$ cat src/i2cms_pkg.sv
// ----------------------------------------------------------------------------
// i2cms_pkg
// Shared types, codes and the per-command line step table of the I2C master
// bit sequencer.
// ----------------------------------------------------------------------------
`default_nettype none

package i2cms_pkg;

    localparam logic [2:0] OP_START = 3'd0;
    localparam logic [2:0] OP_STOP  = 3'd1;
    localparam logic [2:0] OP_ACK   = 3'd2;
    localparam logic [2:0] OP_NACK  = 3'd3;
    localparam logic [2:0] OP_CHECK = 3'd4;
    localparam logic [2:0] OP_WRITE = 3'd5;
    localparam logic [2:0] OP_READ  = 3'd6;
    localparam logic [2:0] OP_NONE  = 3'd7;

    localparam logic       CFG_STEP_DELAY = 1'b0;
    localparam logic       CFG_POLL_LIMIT = 1'b1;

    localparam logic [7:0]  STEP_DELAY_RESET = 8'd5;
    localparam logic [15:0] POLL_LIMIT_RESET = 16'd5000;

    localparam logic [1:0] VAL_ZERO = 2'd0;
    localparam logic [1:0] VAL_ONE  = 2'd1;
    localparam logic [1:0] VAL_BIT  = 2'd2;

    localparam int STEP_W = 5;

    typedef struct packed {
        logic       to_sda;
        logic [1:0] val;
        logic       last;
        logic       rd_end;
        logic       ck_end;
    } t_action;

    typedef struct packed {
        logic              load;
        logic              apply;
        logic [STEP_W-1:0] step;
        t_action           act;
    } t_cmd;

    function automatic t_action mk(input logic to_sda, input logic [1:0] val,
                                   input logic last);
        t_action a;
        a.to_sda = to_sda;
        a.val    = val;
        a.last   = last;
        a.rd_end = 1'b0;
        a.ck_end = 1'b0;
        return a;
    endfunction

    function automatic t_action step_action(input logic [2:0] op,
                                            input logic [STEP_W-1:0] idx);
        t_action a;
        a = mk(1'b0, VAL_ZERO, 1'b1);
        case (op)
            OP_START, OP_STOP: begin
                case (idx[2:0])
                    3'd0:    a = mk(1'b0, VAL_ZERO, 1'b0);
                    3'd1:    a = mk(1'b1, (op == OP_START) ? VAL_ONE : VAL_ZERO, 1'b0);
                    3'd2:    a = mk(1'b0, VAL_ONE, 1'b0);
                    3'd3:    a = mk(1'b1, (op == OP_START) ? VAL_ZERO : VAL_ONE, 1'b0);
                    default: a = mk(1'b0, VAL_ZERO, 1'b1);
                endcase
            end
            OP_ACK, OP_NACK: begin
                case (idx[2:0])
                    3'd0:    a = mk(1'b0, VAL_ZERO, 1'b0);
                    3'd1:    a = mk(1'b1, (op == OP_NACK) ? VAL_ONE : VAL_ZERO, 1'b0);
                    3'd2:    a = mk(1'b0, VAL_ONE, 1'b0);
                    3'd3:    a = mk(1'b0, VAL_ZERO, 1'b0);
                    default: a = mk(1'b1, VAL_ZERO, 1'b1);
                endcase
            end
            OP_CHECK: begin
                if (idx[0] == 1'b0) begin
                    a = mk(1'b0, VAL_ONE, 1'b0);
                end else begin
                    a = mk(1'b0, VAL_ZERO, 1'b1);
                    a.ck_end = 1'b1;
                end
            end
            OP_WRITE: begin
                case (idx[1:0])
                    2'd0:    a = mk(1'b1, VAL_BIT, 1'b0);
                    2'd1:    a = mk(1'b0, VAL_ONE, 1'b0);
                    2'd2:    a = mk(1'b0, VAL_ZERO, 1'b0);
                    default: a = mk(1'b1, VAL_ZERO, idx[4:2] == 3'd7);
                endcase
            end
            OP_READ: begin
                if (idx[0] == 1'b0) begin
                    a = mk(1'b0, VAL_ONE, 1'b0);
                end else begin
                    a = mk(1'b0, VAL_ZERO, idx[3:1] == 3'd7);
                    a.rd_end = (idx[3:1] == 3'd7);
                end
            end
            default: a = mk(1'b0, VAL_ZERO, 1'b1);
        endcase
        return a;
    endfunction

endpackage

`default_nettype wire

$ cat src/i2cms_ctrl.sv
// ----------------------------------------------------------------------------
// i2cms_ctrl
// Sequencer state machine: accepts commands, walks the step table, hands
// each line change to the output and waits the programmed delay.
// ----------------------------------------------------------------------------
`default_nettype none

module i2cms_ctrl (
    input  wire logic         i_clk,
    input  wire logic         i_rst_n,
    input  wire logic         i_in_valid,
    output logic              o_in_stall,
    input  wire logic [2:0]   i_opcode,
    output logic              o_out_valid,
    input  wire logic         i_out_stall,
    input  wire logic         i_cfg_we,
    input  wire logic         i_cfg_index,
    input  wire logic [15:0]  i_cfg_data,
    output i2cms_pkg::t_cmd   o_cmd
);
    import i2cms_pkg::*;

    localparam logic [1:0] S_IDLE = 2'd0;
    localparam logic [1:0] S_STEP = 2'd1;
    localparam logic [1:0] S_OUT  = 2'd2;
    localparam logic [1:0] S_WAIT = 2'd3;

    logic [1:0]        r_state, n_state;
    logic [2:0]        r_op;
    logic [STEP_W-1:0] r_step, n_step;
    logic [7:0]        r_cnt, n_cnt;
    logic [7:0]        r_delay;
    logic              r_last, n_last;
    logic              in_acc, out_acc;
    t_action           act;

    assign in_acc  = i_in_valid && (r_state == S_IDLE);
    assign out_acc = (r_state == S_OUT) && !i_out_stall;
    assign act     = step_action(r_op, r_step);

    always_comb begin
        n_state = r_state;
        n_step  = r_step;
        n_cnt   = r_cnt;
        n_last  = r_last;
        case (r_state)
            S_IDLE: begin
                if (in_acc && (i_opcode != OP_NONE)) begin
                    n_state = S_STEP;
                    n_step  = '0;
                end
            end
            S_STEP: begin
                n_state = S_OUT;
                n_last  = act.last;
            end
            S_OUT: begin
                if (out_acc) begin
                    n_state = S_WAIT;
                    n_cnt   = r_delay;
                end
            end
            S_WAIT: begin
                if (r_cnt == 8'd0) begin
                    n_state = r_last ? S_IDLE : S_STEP;
                    n_step  = r_step + STEP_W'(1);
                end else begin
                    n_cnt = r_cnt - 8'd1;
                end
            end
            default: n_state = S_IDLE;
        endcase
    end

    always_ff @(posedge i_clk) begin
        if (!i_rst_n) begin
            r_state <= S_IDLE;
            r_step  <= '0;
            r_cnt   <= '0;
            r_last  <= 1'b0;
            r_op    <= OP_NONE;
            r_delay <= STEP_DELAY_RESET;
        end else begin
            r_state <= n_state;
            r_step  <= n_step;
            r_cnt   <= n_cnt;
            r_last  <= n_last;
            if (in_acc) begin
                r_op <= i_opcode;
            end
            if (i_cfg_we && (i_cfg_index == CFG_STEP_DELAY)) begin
                r_delay <= i_cfg_data[7:0];
            end
        end
    end

    assign o_in_stall  = (r_state != S_IDLE);
    assign o_out_valid = (r_state == S_OUT);
    assign o_cmd.load  = in_acc;
    assign o_cmd.apply = (r_state == S_STEP);
    assign o_cmd.step  = r_step;
    assign o_cmd.act   = act;

    a_valid_busy: assert property (@(posedge i_clk) disable iff (!i_rst_n)
        o_out_valid |-> o_in_stall)
        else $error("result pending while input is open");

    a_beat_to_wait: assert property (@(posedge i_clk) disable iff (!i_rst_n)
        out_acc |=> (r_state == S_WAIT))
        else $error("output beat not followed by the delay");

    a_apply_then_out: assert property (@(posedge i_clk) disable iff (!i_rst_n)
        o_cmd.apply |=> o_out_valid)
        else $error("line change not presented");

    a_step_bound: assert property (@(posedge i_clk) disable iff (!i_rst_n)
        (r_state == S_STEP && r_op != OP_WRITE) |-> (r_step[4] == 1'b0))
        else $error("step index past command length");

endmodule

`default_nettype wire

$ cat src/i2cms_dp.sv
// ----------------------------------------------------------------------------
// i2cms_dp
// Datapath: command operands, SCL and SDA line registers, read shift
// register, ack check and the result register.
// ----------------------------------------------------------------------------
`default_nettype none

module i2cms_dp (
    input  wire logic         i_clk,
    input  wire logic         i_rst_n,
    input  wire i2cms_pkg::t_cmd i_cmd,
    input  wire logic [7:0]   i_data_byte,
    input  wire logic [7:0]   i_sampled_bits,
    input  wire logic [15:0]  i_ack_high_polls,
    input  wire logic         i_cfg_we,
    input  wire logic         i_cfg_index,
    input  wire logic [15:0]  i_cfg_data,
    output logic              o_scl_level,
    output logic              o_sda_level,
    output logic              o_last_step,
    output logic [7:0]        o_read_byte,
    output logic              o_ack_missing
);
    import i2cms_pkg::*;

    logic        r_scl, r_sda;
    logic [7:0]  r_shift, r_data, r_rbyte;
    logic [15:0] r_limit;
    logic        r_miss_pend, r_miss, r_last;
    logic [15:0] lim;
    logic        lvl;

    assign lim = (r_limit == 16'd0) ? 16'd1 : r_limit;

    always_comb begin
        case (i_cmd.act.val)
            VAL_ONE: lvl = 1'b1;
            VAL_BIT: lvl = r_data[~i_cmd.step[4:2]];
            default: lvl = 1'b0;
        endcase
    end

    always_ff @(posedge i_clk) begin
        if (!i_rst_n) begin
            r_scl   <= 1'b0;
            r_sda   <= 1'b0;
            r_shift <= 8'd0;
            r_limit <= POLL_LIMIT_RESET;
        end else begin
            if (i_cfg_we && (i_cfg_index == CFG_POLL_LIMIT)) begin
                r_limit <= i_cfg_data;
            end
            if (i_cmd.apply) begin
                if (i_cmd.act.to_sda) begin
                    r_sda <= lvl;
                end else begin
                    r_scl <= lvl;
                end
            end
            if (i_cmd.load) begin
                r_data      <= i_data_byte;
                r_miss_pend <= (i_ack_high_polls >= lim);
            end
            if (i_cmd.load) begin
                r_shift <= i_sampled_bits;
            end
        end
    end

    always_ff @(posedge i_clk) begin
        if (i_cmd.apply) begin
            r_last  <= i_cmd.act.last;
            r_rbyte <= i_cmd.act.rd_end ? r_shift : 8'd0;
            r_miss  <= i_cmd.act.ck_end & r_miss_pend;
        end
    end

    assign o_scl_level   = r_scl;
    assign o_sda_level   = r_sda;
    assign o_last_step   = r_last;
    assign o_read_byte   = r_rbyte;
    assign o_ack_missing = r_miss;

endmodule

`default_nettype wire

$ cat src/i2c_master_bit_sequencer.sv
// ----------------------------------------------------------------------------
// i2c_master_bit_sequencer
// I2C master line sequencer: one command per input beat, one output beat per
// SCL or SDA line change, last beat of each command marked.
// ----------------------------------------------------------------------------
// Each line change is applied in the step state, then presented as one output
// beat (held while the output stalls), then followed by the step delay wait.
// A command of N changes (2 to 32) is paced by the step delay counter, and
// only one command is taken at a time.
// Synchronous active-low reset clears the lines and the shift register and
// loads step_delay 5 and ack_poll_limit 5000.
// ----------------------------------------------------------------------------
`default_nettype none

module i2c_master_bit_sequencer (
    input  wire logic         i_clk,
    input  wire logic         i_rst_n,
    input  wire logic         i_in_valid,
    output logic              o_in_stall,
    input  wire logic [2:0]   i_opcode,
    input  wire logic [7:0]   i_data_byte,
    input  wire logic [7:0]   i_sampled_bits,
    input  wire logic [15:0]  i_ack_high_polls,
    output logic              o_out_valid,
    input  wire logic         i_out_stall,
    output logic              o_scl_level,
    output logic              o_sda_level,
    output logic              o_last_step,
    output logic [7:0]        o_read_byte,
    output logic              o_ack_missing,
    input  wire logic         i_cfg_we,
    input  wire logic         i_cfg_index,
    input  wire logic [15:0]  i_cfg_data
);
    import i2cms_pkg::*;

    t_cmd cmd;

    i2cms_ctrl u_ctrl (
        .i_clk       (i_clk),
        .i_rst_n     (i_rst_n),
        .i_in_valid  (i_in_valid),
        .o_in_stall  (o_in_stall),
        .i_opcode    (i_opcode),
        .o_out_valid (o_out_valid),
        .i_out_stall (i_out_stall),
        .i_cfg_we    (i_cfg_we),
        .i_cfg_index (i_cfg_index),
        .i_cfg_data  (i_cfg_data),
        .o_cmd       (cmd)
    );

    i2cms_dp u_dp (
        .i_clk            (i_clk),
        .i_rst_n          (i_rst_n),
        .i_cmd            (cmd),
        .i_data_byte      (i_data_byte),
        .i_sampled_bits   (i_sampled_bits),
        .i_ack_high_polls (i_ack_high_polls),
        .i_cfg_we         (i_cfg_we),
        .i_cfg_index      (i_cfg_index),
        .i_cfg_data       (i_cfg_data),
        .o_scl_level      (o_scl_level),
        .o_sda_level      (o_sda_level),
        .o_last_step      (o_last_step),
        .o_read_byte      (o_read_byte),
        .o_ack_missing    (o_ack_missing)
    );

endmodule

`default_nettype wire
$ cat config.mk
export PLATFORM = sky130hd
export DESIGN_NAME = i2c_master_bit_sequencer
export DESIGN_NICKNAME = d
export VERILOG_FILES = /design/src/i2cms_pkg.sv /design/src/i2cms_ctrl.sv /design/src/i2cms_dp.sv /design/src/i2c_master_bit_sequencer.sv
export SDC_FILE = /design/constraint.sdc
export NUM_CORES = 1
export LEC_CHECK = 0
export BUFFER_PORTS_ARGS = -buffer_cell sky130_fd_sc_hd__buf_2
export CAP_MARGIN = 10
export CORE_MARGIN = 4
export CORE_UTILIZATION = 60
export DETAILED_ROUTE_END_ITERATION = 16
export PLACE_DENSITY = 0.85
export SYNTH_ARGS = -nofsm -noshare
export SYNTH_HDL_FRONTEND = slang
export SYNTH_SLANG_ARGS = --single-unit
$ cat constraint.sdc
create_clock -name i_clk -period 7.4 [get_ports i_clk]
set_clock_uncertainty 0.2 [all_clocks]
set_input_delay 1.11 -clock i_clk [delete_from_list [all_inputs] [get_ports i_clk]]
set_output_delay 1.11 -clock i_clk [all_outputs]
set_load 0.02 [all_outputs]
==> Implementation_results.wiki <==
{| class="wikitable"
! Metric !! Value
|-
| Outcome || completed
|-
| FF-to-FF path depth || 13
|-
| Die boundary width || 87.9 um
|-
| Worst Path Required || 7.47 ns
|-
| Floorplan die area || 0.00773 mm2
|-
| Main combinational cell family by area after synthesis || simple AND/OR/NAND/NOR gates
|-
| Reg-to-reg critical path endpoint || u_dp.o_sda_level
|-
| Crit Path Class || flop to flop
|-
| Clock slew seen by the registers of the worst setup and hold paths || 0.08 ns
|-
| Final count of pins violating max slew || 0
|-
| Adder and majority gate portion of the synthesized area || 10.1%
|-
| Number of placement rows || 28
|-
| Y dimension of the die || 87.9 um
|-
| MaxCap Viol Count || 0
|-
| Synth Area per Inst || 8.90 um2
|-
| Final Setup Violations || 0
|-
| Placeable core region || 0.00606 mm2
|-
| Half-perimeter wire length of the detailed placement result || 5980 um
|-
| Total routed wirelength || 8280 um
|-
| Number of hold violations in the final report || 0
|-
| Number of distinct library cells after synthesis || 59
|-
| H-Tree Level Count || 3
|-
| Period minus WS final || 3.00 ns
|-
| PwrDens || 296 mW/mm2
|-
| Reg2Reg Launch Point || u_ctrl.r_step[2]
|-
| Total congestion overflow after global routing || 0
|-
| Worst relative slew slack || 39.1%
|-
| Share of the clock period used by the worst path || 40.5%
|-
| Number of buffers inserted during clock tree synthesis || 9
|-
| Clock tree sinks || 72
|-
| Flip-flop and latch count after synthesis || 72
|-
| Reg2Reg Setup Slack || 4.40 ns
|-
| Synthesis warning total || 0
|-
| Vias in the first global route || 3104
|-
| Net Count, Synth || 519
|-
| Class of the worst hold path || flop to flop
|-
| Share of the yosys chip area belonging to registers || 42.5%
|-
| Largest buffer count on any clock path || 2
|-
| LEAKAGE || 1.86 nW
|-
| Upper clock frequency limit || 333 MHz
|-
| Post-CTS setup buffer count || 0
|-
| Transition time at the pin with the least slew margin || 0.913 ns
|-
| Fraction of synthesis flops using an asynchronous set or reset pin || 0%
|-
| Ant. Diodes || 0
|-
| End of the critical path || u_dp.o_sda_level
|-
| Area after DPL || 0.00419 mm2
|-
| Cell count after synthesis || 431
|-
| Data arrival time of the critical path || 3.07 ns
|-
| Number of I/O port buffers || 70
|-
| Final GP Congestion || 0.874
|-
| Simple-gate portion of the synthesized area || 20.8%
|-
| Fin Setup TNS || 0 ns
|-
| Post-layout util || 73.2%
|-
| # fillers || 477
|-
| Syn-to-layout area delta || 15.6%
|-
| Clock tree from TritonCTS || yes
|-
| Initial cell density of the core || 63.3%
|-
| Post-route cell area || 0.00443 mm2
|-
| Met2 Resource Use GR || 38.4%
|-
| GRT met1 Usage || 27.8%
|-
| Master cell of the clock root buffer || sky130_fd_sc_hd__clkbuf_8
|-
| Total I/O pin count || 71
|-
| Worst vdd rail ir drop || 0.192 mV
|-
| Clock latency reported for the late side of the worst-skew pair || 0.35 ns
|-
| Vias per inst || 5.77
|-
| Final net count || 581
|-
| Number of enable-type register cells in the synthesized netlist || 19
|-
| Drt pass-1 iters || 5
|-
| Least setup slack across all paths after layout || 4.40 ns
|-
| Final hold slack || 0.267 ns
|-
| Global-route wire length before repair || 13800 um
|-
| Drc violations || 0
|-
| Element type at the critical path end || flop
|-
| Launching element type of the critical path || flop
|-
| Synth Flop Type || sky130_fd_sc_hd__dfxtp_1
|-
| Maximum fanout encountered on the critical timing path || 11
|-
| Fraction of layout instances using a drive strength above 1 || 18.9%
|-
| DR vias || 3308
|-
| Post-DR wirelength/cell || 14.4 um
|-
| Minimum setup slack after placement || 4.21 ns
|-
| Xor/xnor cell area share of the yosys netlist || 0%
|-
| Met3 global-route usage || 5.83%
|-
| Unrepaired setup endpoints after global routing || false
|-
| Antenna Nets Post-Route || 0
|-
| Mapped Area || 0.00383 mm2
|-
| Number of antenna violations at the first check in global routing || 0
|-
| Pin count of the biggest net entering global routing || 60
|-
| Aggregate global-route resource usage || 22.9%
|-
| Synthesized-area fraction occupied by ao, oa, aoi and oai cells || 18.5%
|-
| Busiest metal layer after global routing || met2
|-
| Starting DRT DRC Count || 184
|-
| Post-CTS Resized || 0
|-
| Share of synthesized area spent on multiplexers || 2.45%
|-
| Launching instance or port of the critical path || u_ctrl.r_step[2]
|-
| Number of buffers inserted by hold repair at cts || 0
|}
-- flip-flops by register name, indices dropped and copies added (netlist names) --
register	cells
u_ctrl.r_cnt	8
u_ctrl.r_delay	8
u_ctrl.r_last	1
u_ctrl.r_op	3
u_ctrl.r_state	2
u_ctrl.r_step	5
u_dp.o_ack_missing	1
u_dp.o_last_step	1
u_dp.o_read_byte	8
u_dp.o_scl_level	1
u_dp.o_sda_level	1
u_dp.r_data	8
u_dp.r_limit	16
u_dp.r_miss_pend	1
u_dp.r_shift	8
-- metal layers --
layer	wire (um)	up-vias
met5	0	-
met1	3430	1555
met3	569	18
met4	152	0
met2	4120	109
li1	-	1626
-- power breakdown --
part / switching (mW) / leakage, nW / internal (mW)
combinational: 0.258 / 1.13 / 0.155
sequential: 0.0464 / 0.614 / 0.471
clock: 0.156 / 0.119 / 0.224
total: 0.460 / 1.86 / 0.851
-- layout by cell type, fill, tap and decap left out, drive strengths merged, types with 2 or more instances in the layout --
| cell type | netlist | routed |
|---|---|---|
| mux2i | 6 | 6 |
| nor3 | 5 | 5 |
| nor4 | 5 | 5 |
| a21o | 4 | 4 |
| edfxtp | 19 | 19 |
| ha | 31 | 31 |
| nand3b | 2 | 2 |
| nor3b | 3 | 3 |
| nor2b | 5 | 5 |
| a21boi | 28 | 28 |
| a2111oi | 2 | 2 |
| nand2 | 91 | 91 |
| or3 | 2 | 2 |
| a21oi | 13 | 13 |
| nand4 | 2 | 2 |
| a211oi | 2 | 2 |
| dfxtp | 53 | 53 |
| o22ai | 2 | 2 |
| buf | 2 | 70 |
| a31oi | 2 | 2 |
| a32o | 2 | 2 |
| clkbuf | 17 | 9 |
| bufinv | 0 | 3 |
| o31ai | 2 | 2 |
| and2 | 11 | 11 |
| o21a | 4 | 4 |
| clkinv | 1 | 4 |
| inv | 33 | 33 |
| o21ai | 17 | 17 |
| o211ai | 11 | 11 |
| nand2b | 4 | 4 |
| nand3 | 14 | 14 |
| nor2 | 16 | 16 |
-- worst max-delay path, cell delays in order, from the launching register on --
cell and delay, ns:
sky130_fd_sc_hd__dfxtp_1 0.60, sky130_fd_sc_hd__inv_1 0.15, sky130_fd_sc_hd__ha_1 0.24, sky130_fd_sc_hd__nor2b_1 0.14, sky130_fd_sc_hd__a21o_1 0.16, sky130_fd_sc_hd__a211oi_1 0.24
sky130_fd_sc_hd__o31ai_1 0.11, sky130_fd_sc_hd__inv_1 0.08, sky130_fd_sc_hd__ha_1 0.22, sky130_fd_sc_hd__and3b_1 0.23, sky130_fd_sc_hd__nand2_1 0.06, sky130_fd_sc_hd__a311oi_1 0.25
sky130_fd_sc_hd__a21oi_1 0.09, sky130_fd_sc_hd__o21ai_0 0.16
-- cell families (layout without fill, tap and decap cells) --
kind of cell,Yosys count,after routing
simple gates,166,166
compound gates,101,101
flops,72,72
buf+inv,53,120
fa+ha+maj,31,31
mux,8,8
-- how the worst min path moves through the flow --
stage	startpoint	to	cells after the start
3_3_place_gp	u_dp.r_shift[3]	u_dp.r_shift[3]	2
6_report	u_dp.r_shift[3]	u_dp.r_shift[3]	2
2_1_floorplan	u_dp.r_shift[0]	u_dp.r_shift[0]	2
3_5_place_dp	u_dp.r_shift[3]	u_dp.r_shift[3]	2
5_1_grt	u_dp.r_shift[5]	u_dp.r_shift[5]	2
4_1_cts	u_dp.r_shift[3]	u_dp.r_shift[3]	2
-- Yosys cell counts (6+ instances only) --
| cell type | number | area [um2] |
|---|---|---|
| sky130_fd_sc_hd__clkbuf_1 | 16 | 60.1 |
| sky130_fd_sc_hd__inv_1 | 33 | 124 |
| sky130_fd_sc_hd__nor2_1 | 16 | 60.1 |
| sky130_fd_sc_hd__a21boi_0 | 28 | 210 |
| sky130_fd_sc_hd__and2_1 | 11 | 68.8 |
| sky130_fd_sc_hd__o211ai_1 | 11 | 82.6 |
| sky130_fd_sc_hd__o21ai_0 | 16 | 80.1 |
| sky130_fd_sc_hd__nand3_1 | 14 | 70.1 |
| sky130_fd_sc_hd__mux2i_1 | 6 | 60.1 |
| sky130_fd_sc_hd__a21oi_1 | 13 | 65.1 |
| sky130_fd_sc_hd__ha_1 | 31 | 388 |
| sky130_fd_sc_hd__nand2_1 | 90 | 338 |
| sky130_fd_sc_hd__dfxtp_1 | 53 | 1060 |
| sky130_fd_sc_hd__edfxtp_1 | 19 | 571 |
-- stage by stage --
step / power [mW] / std cells
6_report: 1.31 / 573
5_1_grt: 1.40 / 573
4_1_cts: 1.31 / 573
3_5_place_dp: 0.935 / 557
3_3_place_gp: 0.919 / 557
2_1_floorplan: 0.824 / 431
-- final cells by class --
class                      instances  area (um2)  share of cell area (%)
multi-input combinational        306        1990                    44.8
inverter                          34         128                    2.88
clock buffer                       9         124                    2.79
clock inverter                     7         120                    2.71
tap                               75        93.8                    2.12
timing repair buffer              70         350                    7.90
sequential                        72        1630                    36.8
(Power assumes the default switching activity.)
